## src/rtl/dqp_pkg.sv

```systemverilog
// Shared types, constants and character classes for the dotted-quad parser.
package dqp_pkg;

    localparam logic [7:0] CH_NUL   = 8'd0;
    localparam logic [7:0] CH_DOT   = 8'd46;
    localparam logic [7:0] CH_ZERO  = 8'd48;
    localparam logic [7:0] CH_NINE  = 8'd57;
    localparam logic [7:0] CH_SPACE = 8'd32;
    localparam logic [7:0] CH_TAB   = 8'd9;
    localparam logic [7:0] CH_CR    = 8'd13;

    localparam logic [8:0]  ACC_SAT   = 9'd256;
    localparam logic [1:0]  LAST_OCT  = 2'd3;

    typedef enum logic [1:0] {
        PH_LEAD  = 2'd0,
        PH_DIGIT = 2'd1,
        PH_TRAIL = 2'd2,
        PH_FAULT = 2'd3
    } phase_t;

    typedef struct packed {
        phase_t      phase;
        logic [1:0]  idx;
        logic [8:0]  accum;
        logic        seen;
        logic [31:0] octets;
    } parse_state_t;

    typedef struct packed {
        logic        emit;
        logic        ok;
        logic [31:0] addr;
    } parse_result_t;

    localparam parse_state_t STATE_RESET = '{
        phase:  PH_LEAD,
        idx:    2'd0,
        accum:  9'd0,
        seen:   1'b0,
        octets: 32'd0
    };

    function automatic logic is_blank(input logic [7:0] c);
        return (c == CH_SPACE) || ((c >= CH_TAB) && (c <= CH_CR));
    endfunction

    function automatic logic is_digit(input logic [7:0] c);
        return (c >= CH_ZERO) && (c <= CH_NINE);
    endfunction

endpackage

```

## src/rtl/dqp_step.sv

```systemverilog
// Combinational next-state logic for one character of the parser.
module dqp_step (
    input  logic [7:0]            ch,
    input  dqp_pkg::parse_state_t cur,
    output dqp_pkg::parse_state_t nxt,
    output dqp_pkg::parse_result_t res
);
    import dqp_pkg::*;

    phase_t      ph;
    logic        done;
    logic        clr;
    logic [11:0] prod;

    // accum <= 256, so accum*10 + 9 fits in 12 bits
    assign prod = {cur.accum, 3'b000} + {2'b00, cur.accum, 1'b0} + {8'd0, ch[3:0]};

    always_comb begin
        nxt  = cur;
        res  = '0;
        ph   = cur.phase;
        done = 1'b0;
        clr  = 1'b0;

        if (ph == PH_LEAD) begin
            if ((ch != CH_NUL) && is_blank(ch)) begin
                done = 1'b1;
            end else begin
                ph = PH_DIGIT;
            end
        end

        if (!done && (ph == PH_DIGIT)) begin
            if (is_digit(ch)) begin
                nxt.accum = (prod > {3'b000, ACC_SAT}) ? ACC_SAT : prod[8:0];
                nxt.seen  = 1'b1;
                done      = 1'b1;
            end else if (!cur.seen || cur.accum[8] ||
                         ((cur.idx != LAST_OCT) && (ch != CH_DOT))) begin
                ph = PH_FAULT;
            end else begin
                // octet 0 lands in bits 31:24
                nxt.octets[{~cur.idx, 3'b000} +: 8] = cur.accum[7:0];
                nxt.accum = 9'd0;
                nxt.seen  = 1'b0;
                if (cur.idx != LAST_OCT) begin
                    nxt.idx = cur.idx + 2'd1;
                    done    = 1'b1;
                end else begin
                    ph = PH_TRAIL;
                end
            end
        end

        if (!done && (ph == PH_TRAIL)) begin
            if (ch == CH_NUL) begin
                res.emit = 1'b1;
                res.ok   = 1'b1;
                res.addr = nxt.octets;
                clr      = 1'b1;
                done     = 1'b1;
            end else if (is_blank(ch)) begin
                done = 1'b1;
            end else begin
                ph = PH_FAULT;
            end
        end

        if (!done && (ph == PH_FAULT)) begin
            if (ch == CH_NUL) begin
                res.emit = 1'b1;
                res.ok   = 1'b0;
                res.addr = nxt.octets;
                clr      = 1'b1;
            end
        end

        if (clr) begin
            nxt = STATE_RESET;
        end else begin
            nxt.phase = ph;
        end
    end

endmodule

```

## src/rtl/dqp_out_reg.sv

```systemverilog
// Result register on the master side; frees itself in the cycle it is taken.
module dqp_out_reg (
    input  logic        aclk,
    input  logic        aresetn,
    input  logic        load,
    input  logic        ok,
    input  logic [31:0] addr,
    output logic        space,
    output logic        m_tvalid,
    input  logic        m_tready,
    output logic [31:0] m_tdata,
    output logic        m_tuser
);
    logic        valid_reg, valid_next;
    logic [31:0] addr_reg;
    logic        ok_reg;

    assign space = !valid_reg || m_tready;

    always_comb begin
        valid_next = valid_reg;
        if (load) begin
            valid_next = 1'b1;
        end else if (m_tready) begin
            valid_next = 1'b0;
        end
    end

    always_ff @(posedge aclk) begin
        if (!aresetn) begin
            valid_reg <= 1'b0;
        end else begin
            valid_reg <= valid_next;
        end
    end

    always_ff @(posedge aclk) begin
        if (load) begin
            addr_reg <= addr;
            ok_reg   <= ok;
        end
    end

    assign m_tvalid = valid_reg;
    assign m_tdata  = addr_reg;
    assign m_tuser  = ok_reg;

endmodule

```

## src/rtl/dotted_quad_ipv4_parser.sv

```systemverilog
// Top level of the streaming dotted-quad IPv4 address parser.
//
//  channel | dir | payload                         | transfer meaning
//  --------+-----+---------------------------------+------------------------------
//  s_      | in  | tdata[7:0] = ch                 | one string character, 0 ends it
//  m_      | out | tdata[31:0] = address,          | one result per terminated string
//          |     | tuser[0] = valid_res            |
//
// One character per cycle, sustained unless m_tready stalls. A character sits
// in the input register, where the parse state and result register are updated.
// m_tvalid rises once the result register has loaded the terminator's result.
// aresetn (synchronous) empties both registers and returns the parser to the
// leading-whitespace phase. A stall on m_tready backs up through the result
// register to s_tready; while a result is held, every character waits.
module dotted_quad_ipv4_parser (
    input  logic        aclk,
    input  logic        aresetn,
    input  logic        s_tvalid,
    output logic        s_tready,
    input  logic [7:0]  s_tdata,   // [7:0] ch
    output logic        m_tvalid,
    input  logic        m_tready,
    output logic [31:0] m_tdata,   // [31:0] address
    output logic        m_tuser    // [0] valid_res
);
    import dqp_pkg::*;

    logic          in_valid_reg, in_valid_next;
    logic [7:0]    ch_reg;
    parse_state_t  state_reg, state_next;
    parse_result_t res;
    logic          out_space;
    logic          advance;
    logic          out_load;

    // A character may be processed unless it would emit into a full result reg;
    // simpler to gate every advance on output space; one per cycle while it has room.
    assign advance  = in_valid_reg && out_space;
    assign s_tready = !in_valid_reg || out_space;
    assign out_load = advance && res.emit;

    always_comb begin
        in_valid_next = in_valid_reg;
        if (s_tvalid && s_tready) begin
            in_valid_next = 1'b1;
        end else if (advance) begin
            in_valid_next = 1'b0;
        end
    end

    always_ff @(posedge aclk) begin
        if (!aresetn) begin
            in_valid_reg <= 1'b0;
            state_reg    <= STATE_RESET;
        end else begin
            in_valid_reg <= in_valid_next;
            if (advance) begin
                state_reg <= state_next;
            end
        end
    end

    always_ff @(posedge aclk) begin
        if (s_tvalid && s_tready) begin
            ch_reg <= s_tdata;
        end
    end

    dqp_step u_step (
        .ch  (ch_reg),
        .cur (state_reg),
        .nxt (state_next),
        .res (res)
    );

    dqp_out_reg u_out (
        .aclk     (aclk),
        .aresetn  (aresetn),
        .load     (out_load),
        .ok       (res.ok),
        .addr     (res.addr),
        .space    (out_space),
        .m_tvalid (m_tvalid),
        .m_tready (m_tready),
        .m_tdata  (m_tdata),
        .m_tuser  (m_tuser)
    );

    // a string result always leaves the parser in its reset state
    assert property (@(posedge aclk) disable iff (!aresetn)
        out_load |=> (state_reg == STATE_RESET))
        else $error("parser state not cleared after result");

    // the digit accumulator saturates at 256
    assert property (@(posedge aclk) disable iff (!aresetn)
        state_reg.accum <= ACC_SAT)
        else $error("accumulator above saturation value");

    // a good result only comes after all four octets
    assert property (@(posedge aclk) disable iff (!aresetn)
        (out_load && res.ok) |->
            ((state_reg.phase == PH_TRAIL) ||
             ((state_reg.phase == PH_DIGIT) && (state_reg.idx == LAST_OCT))))
        else $error("valid result before the fourth octet");

    // an empty input register never stalls the slave side
    assert property (@(posedge aclk) disable iff (!aresetn)
        !in_valid_reg |-> s_tready)
        else $error("input stalled while empty");

endmodule

```

## config.mk

```make
export PLATFORM = sky130hd
export DESIGN_NAME = dotted_quad_ipv4_parser
export DESIGN_NICKNAME = d
export VERILOG_FILES = /design/src/rtl/dqp_pkg.sv /design/src/rtl/dqp_step.sv /design/src/rtl/dqp_out_reg.sv /design/src/rtl/dotted_quad_ipv4_parser.sv
export SDC_FILE = /design/constraint.sdc
export NUM_CORES = 1
export LEC_CHECK = 0
export ABC_AREA = 1
export BUFFER_PORTS_ARGS = -buffer_cell sky130_fd_sc_hd__buf_2
export CAP_MARGIN = 40
export CORE_ASPECT_RATIO = 0.7
export CORE_MARGIN = 3
export CORE_UTILIZATION = 34
export DETAILED_ROUTE_END_ITERATION = 6
export HOLD_SLACK_MARGIN = 0.1
export PLACE_DENSITY = 0.51
export SYNTH_ARGS = -nofsm -noshare
export SYNTH_HDL_FRONTEND = slang
export SYNTH_SLANG_ARGS = --single-unit
```

## constraint.sdc

```tcl
create_clock -name aclk -period 3.52 [get_ports aclk]
set_input_delay 0.704 -clock aclk [delete_from_list [all_inputs] [get_ports aclk]]
set_output_delay 0.704 -clock aclk [all_outputs]
set_load 0.01 [all_outputs]
```

# Word-level counts from Yosys, hierarchy flattened
# Index checks and enable logic that the tools add are counted.
[op_classes]
eq_ne = 9
n_mul = 0
order_cmp = 5
bitwise_logic = 1
n_reduce_logical = 30
div_mod_pow = 0
mux = 40
add_sub_neg = 4
shifts = 2
[op_table]
columns = ["cell", "count"]
rows = [
  ["$mux 34", 4],
  ["$mux 44", 3],
  ["$bwmux 32", 1],
  ["$mux 32", 1],
  ["$shift 8x7->32 const A", 1],
  ["$shiftx 8x7->32", 1],
  ["$mux 2", 12],
  ["$mux 1", 17],
  ["$add 12x10->12", 1],
  ["$add 12x4->12", 1],
  ["$gt 12x9->1 const B", 1],
  ["$logic_and 1x1->1", 10],
  ["$mux 10", 1],
  ["$mux 9", 1],
  ["$eq 8x6->1 const B", 1],
  ["$ge 8x4->1 const B", 1],
  ["$ge 8x6->1 const B", 1],
  ["$le 8x4->1 const B", 1],
  ["$le 8x6->1 const B", 1],
  ["$logic_not 8->1", 1],
  ["$ne 8x6->1 const B", 1],
  ["$reduce_bool 2->1", 4],
  ["$reduce_bool 8->1", 1],
  ["$neg 5->7", 1],
  ["other kinds (12)", 23],
]
[word_totals]
register_bits = 89
rom_bits = 0
output_inout_bits = 35
word_cells = 101
latchBits = 0
mem_bits_rw = 0
memories = 0
input_bits = 12

# Logic depth before layout (Yosys ltp)
[depth]
ltp_word = 18
ltp_mapped = 17
ltp_nobuf = 17

# Modules after synthesis
# From an unflattened synthesis, not the netlist that was laid out.
[unflattened]
cells_unflattened = 838
hier_area_um2 = 5755.5
[modules_own_cells]
columns = ["mod", "cells_each", "n_inst", "area_each_um2", "seq_area_each_um2"]
rows = [
  ["dqp_step", 491, 1, 2534.9, 0.0],
  ["dotted_quad_ipv4_parser", 308, 1, 2183.3, 1181.1],
  ["dqp_out_reg", 39, 1, 1037.2, 1011.0],
]

# Worst setup path after synthesis
# Ideal clock, no wire load.
[synth_path]
kind = "input -> register"
start = "input port m_tready"
end = "register state_reg[42] (netlist name)"
path_slack_ns = 0.430
required_ns = 3.405
stages = 8
t_arrival_ns = 2.975
path_cell_list = "inv_1 > nand2_1 > nand2_1 > buf_2 > nor2_1 > inv_1 > a21oi_1 > nor2_1"
[synth_between]
elab_chain_cells = 3
[synth_lines]
columns = ["element", "line", "rtl"]
rows = [
  ["from (decl)", "dotted_quad_ipv4_parser.sv:22", "input logic m_tready,"],
  ["$logic_or 1x1->1", "dqp_out_reg.sv:18", "assign space = !valid_reg || m_tready;"],
  ["$logic_and 1x1->1", "dotted_quad_ipv4_parser.sv:38", "assign advance = in_valid_reg && out_space;"],
  ["$reduce_and 5->1 (no line)", "-", ""],
  ["to (signal assigned)", "dotted_quad_ipv4_parser.sv:58", "state_reg <= state_next;"],
  ["to (decl)", "dotted_quad_ipv4_parser.sv:30", "parse_state_t state_reg, state_next;"],
]
# No other way between the ends.
# A chain may end at the register's enable or synchronous reset.

# Worst setup path after layout
[layout_path]
start = "register ch_reg[3]"
end = "register state_reg[37] (netlist name)"
[layout_between]
elab_chain_cells = 18
[layout_lines]
columns = ["element", "line", "rtl"]
rows = [
  ["from (decl)", "dotted_quad_ipv4_parser.sv:29", "logic [7:0] ch_reg;"],
  ["from (signal assigned)", "dotted_quad_ipv4_parser.sv:65", "ch_reg <= s_tdata;"],
  ["$ge 8x4->1 or $le 8x4->1 (tied branches)", "dqp_pkg.sv:45", "return (c == CH_SPACE) || ((c >= CH_TAB) && (c <= CH_CR));"],
  ["$logic_and 1x1->1", "dqp_pkg.sv:45", ""],
  ["$logic_or 1x1->1", "dqp_pkg.sv:45", ""],
  ["$logic_and 1x1->1", "dqp_step.sv:26", "if ((ch != CH_NUL) && is_blank(ch)) begin"],
  ["$mux 2 or $mux 1 (tied branches)", "dqp_step.sv:26", ""],
  ["$mux 2 or $mux 1 (tied branches)", "dqp_step.sv:25", "if (ph == PH_LEAD) begin"],
  ["$mux 2 or $mux 1 (tied branches)", "dqp_step.sv:46", "if (cur.idx != LAST_OCT) begin"],
  ["$mux 2 or $mux 1 (tied branches)", "dqp_step.sv:38", "end else if (!cur.seen || cur.accum[8] ||"],
  ["[2 not listed]", "-", ""],
  ["$mux 2 (tied with other cells)", "dqp_step.sv:62", "end else if (is_blank(ch)) begin"],
  ["$mux 2 (tied with other cells)", "dqp_step.sv:56", "if (ch == CH_NUL) begin"],
  ["$mux 2 or $mux 1 (tied branches)", "dqp_step.sv:55", "if (!done && (ph == PH_TRAIL)) begin"],
  ["$eq 2x2->1 or $logic_not 1->1 (tied branches)", "dqp_step.sv:69", "if (!done && (ph == PH_FAULT)) begin"],
  ["$logic_and 1x1->1", "dqp_step.sv:69", ""],
  ["$mux 1", "dqp_step.sv:69", ""],
  ["$ne 3x1->1 (no line) or $reduce_bool 2->1 (tied branches)", "-", ""],
  ["$reduce_and 3->1 (no line)", "-", ""],
]
# Parallel ways exist; a longest one is shown, timed or not. The select of a mux whose other input is x is not followed.

==> flow_metrics.env <==
export IMPL_status="finished clean"
export IMPL_ios=47
export IMPL_ctsResizeCount=0
export IMPL_setup_viol=0
export IMPL_end_kind="flip-flop"
export IMPL_drive_gt1_frac=0.0920
export IMPL_drtPass1Iterations=5
export IMPL_wl_met2_um=6370
export IMPL_coreArea_mm2=0.0173
export IMPL_track_usage=0.171
export IMPL_mappedNetlistNets=965
export IMPL_switching_share=0.234
export IMPL_rsz0062_at_grt="false"
export IMPL_clkLatencyLatePin_ns=0.34
export IMPL_dp_hpwl_um=10800
export IMPL_die_x_um=165
export IMPL_ir_drop_v=0.000186
export IMPL_cts_tree="done"
export IMPL_antenna_left=0
export IMPL_finalHoldViolations=0
export IMPL_r2r_cells=14
export IMPL_min_path_type="reg -> reg"
export IMPL_drtIter0Drc=325
export IMPL_clk_path_buf_depth=2
export IMPL_tns_ns=0
export IMPL_largest_register_ffs=46
export IMPL_grt_pass1_vias=5240
export IMPL_syn_area_per_cell_um2=6.49
export IMPL_via_count=5698
export IMPL_final_common_cell="nand2_1"
export IMPL_grt_max_degree=38
export IMPL_dieArea_mm2=0.0194
export IMPL_seq_area_frac_synth=0.364
export IMPL_crit_path_end="state_reg[37]"
export IMPL_syn_to_final_growth_pct=10.6
export IMPL_start_util=0.349
export IMPL_fmax_mhz=353
export IMPL_startpoint="ch_reg[3]"
export IMPL_wl_um=16000
export IMPL_dr_wl_met3_um=726
export IMPL_wl_per_cell_um=13.5
export IMPL_portBuffers=46
export IMPL_clock_skew_ns=0.00480
export IMPL_place_gp_congestion=0.843
export IMPL_antenna_found_initial=0
export IMPL_most_common_layout_cells="474 x nand2_1, 83 x a21oi_1, 80 x nand3_1"
export IMPL_grt_overflow_total=0
export IMPL_synth_xor_area_frac=0.00145
export IMPL_pre_cts_ws_ns=0.694
export IMPL_worst_pin_slew_ns=0.729
export IMPL_synth_cell_types=29
export IMPL_rows=40
export IMPL_grt_pass1_wl_um=27000
export IMPL_dpl_cell_count=1172
export IMPL_cp_arrival_ns=3.10
export IMPL_die_y_um=117
export IMPL_synth_mux_area_frac=0
export IMPL_clockPowerShare=0.440
export IMPL_ys_ff_latch=89
export IMPL_powerDensity_mw_per_mm2=325
export IMPL_r2r_slack_ns=0.69
export IMPL_syn_area_mm2=0.00603
export IMPL_postLayoutCoreUtil=0.386
export IMPL_synthAdderAreaFrac=0.0523
export IMPL_postCtsSetupBuffers=0
export IMPL_p_sw_uw=506
export IMPL_root_buffer="clkbuf_16"
export IMPL_routed_top_layer="met4"
export IMPL_leakage_nw=3.21
export IMPL_path_max_fanout=9
export IMPL_required_ns=3.79
export IMPL_layout_setup_ws_ns=0.686
export IMPL_period_share=0.805
export IMPL_yosys_area_share_simple=0.422
export IMPL_slew_headroom=0.513
export IMPL_crit_type="reg -> reg"
export IMPL_viasPerCell=4.80
export IMPL_cts_buffers=9
export IMPL_comb_power_share=0.054
export IMPL_max_cap_violations=0
export IMPL_n_antenna_cell=0
export IMPL_cts_sinks=89
export IMPL_intPower_mw=1.66
export IMPL_wl_met1_um=8840
export IMPL_htreeDepth=3
export IMPL_yosys_warnings=0
export IMPL_slew_violations=0
export IMPL_path_clk_slew_ns=0.06
export IMPL_r2r_end="state_reg[37]"
export IMPL_ctsHoldBuffers=0
export IMPL_period_minus_slack_ns=2.83
export IMPL_startpoint_type="flip-flop"
export IMPL_synth_compound_area_share=0.0737
export IMPL_final_cells=1188
export IMPL_sequentialPowerShare=0.506
export IMPL_post_route_drc_count=0
export IMPL_netlist_instances=929
export IMPL_r2r_start="ch_reg[3]"
export IMPL_synth_top_family_by_area="simple AND/OR/NAND/NOR gates"
export IMPL_nNetsFinal=988
==> synth_stat cells, drive strengths merged <==
cell type  number  area [µm²]
nand3b          4        30.0
o21ai           1        5.00
nand2         478        1820
fa              2        40.0
nor2           36         163
nor3            2        15.0
xnor2           1        8.76
buf            26         199
o31ai           1        7.51
a21oi          84         432
or2             1        6.26
clkbuf         16        60.1
edfxtp         41        1230
ha             22         275
nand2b          1        6.26
dfxtp          48         961
nand4          14        87.6
nand3          81         418
inv            70         263
==> through the flow <==
step	total power [mW]	area (µm²)	hold slack, ns
floorplan	1.20	6030	0.459
global placement	1.23	6350	0.474
detailed placement	1.24	6380	0.476
CTS	2.19	6670	0.488
global route	2.25	6670	0.502
finish	2.16	6670	0.487
==> worst min-delay path by stage <==
stage	startpoint	end	slack, ns	depth (start not counted)
global placement	state_reg[44]	state_reg[44]	0.47	2
detailed placement	state_reg[44]	state_reg[44]	0.48	2
floorplan	state_reg[44]	state_reg[44]	0.46	2
global route	state_reg[44]	state_reg[44]	0.50	2
CTS	state_reg[44]	state_reg[44]	0.49	2
finish	state_reg[44]	state_reg[44]	0.49	2
==> worst max-delay path, cell delays in order, from the launching register on <==
cell and delay, ns:
edfxtp_1 0.51, fa_1 0.60, inv_1 0.06, fa_1 0.46, inv_1 0.09, nand3_1 0.08
nand2_1 0.10, nand2_1 0.07, nand3_1 0.07, nand2_1 0.05, inv_1 0.04, nand2_1 0.05
nor2_2 0.27, nand4_1 0.16, a21oi_1 0.15
==> power groups by stage <==
stage,clock network [mW],logic (mW),registers [mW]
final,0.953,0.116,1.09
after global routing,1.02,0.130,1.10
after CTS,0.976,0.118,1.09
after detailed placement,0,0.118,1.12
after global placement,0,0.114,1.12
after floorplan,0,0.0864,1.12
==> cell families (layout without fill, tap and decap cells) <==
group | count (synthesis) | after routing
xor gates and xnor gates | 1 | 1
and+or+nand+nor | 617 | 617
adders and majority gates | 24 | 24
DFF | 89 | 89
AOI/OAI and AO/OA | 86 | 86
buffers and inverters | 112 | 140
==> layout make-up <==
type	instances	area (µm²)
Clock inverter	6	58.8
Multi-Input combinational cell	728	3320
Clock buffer	10	229
Inverter	70	263
Tap cell	231	289
Timing Repair Buffer	54	310
Sequential cell	89	2190
Fill cell	1882	10600
==> per-layer routing <==
layer | vias up | GRT usage
met1 | 2562 | 0.276
met5 | - | 0
met2 | 120 | 0.240
li1 | 3005 | -
met4 | 0 | 0.0241
met3 | 11 | 0.0290
Power figures use the tool's default switching activity.
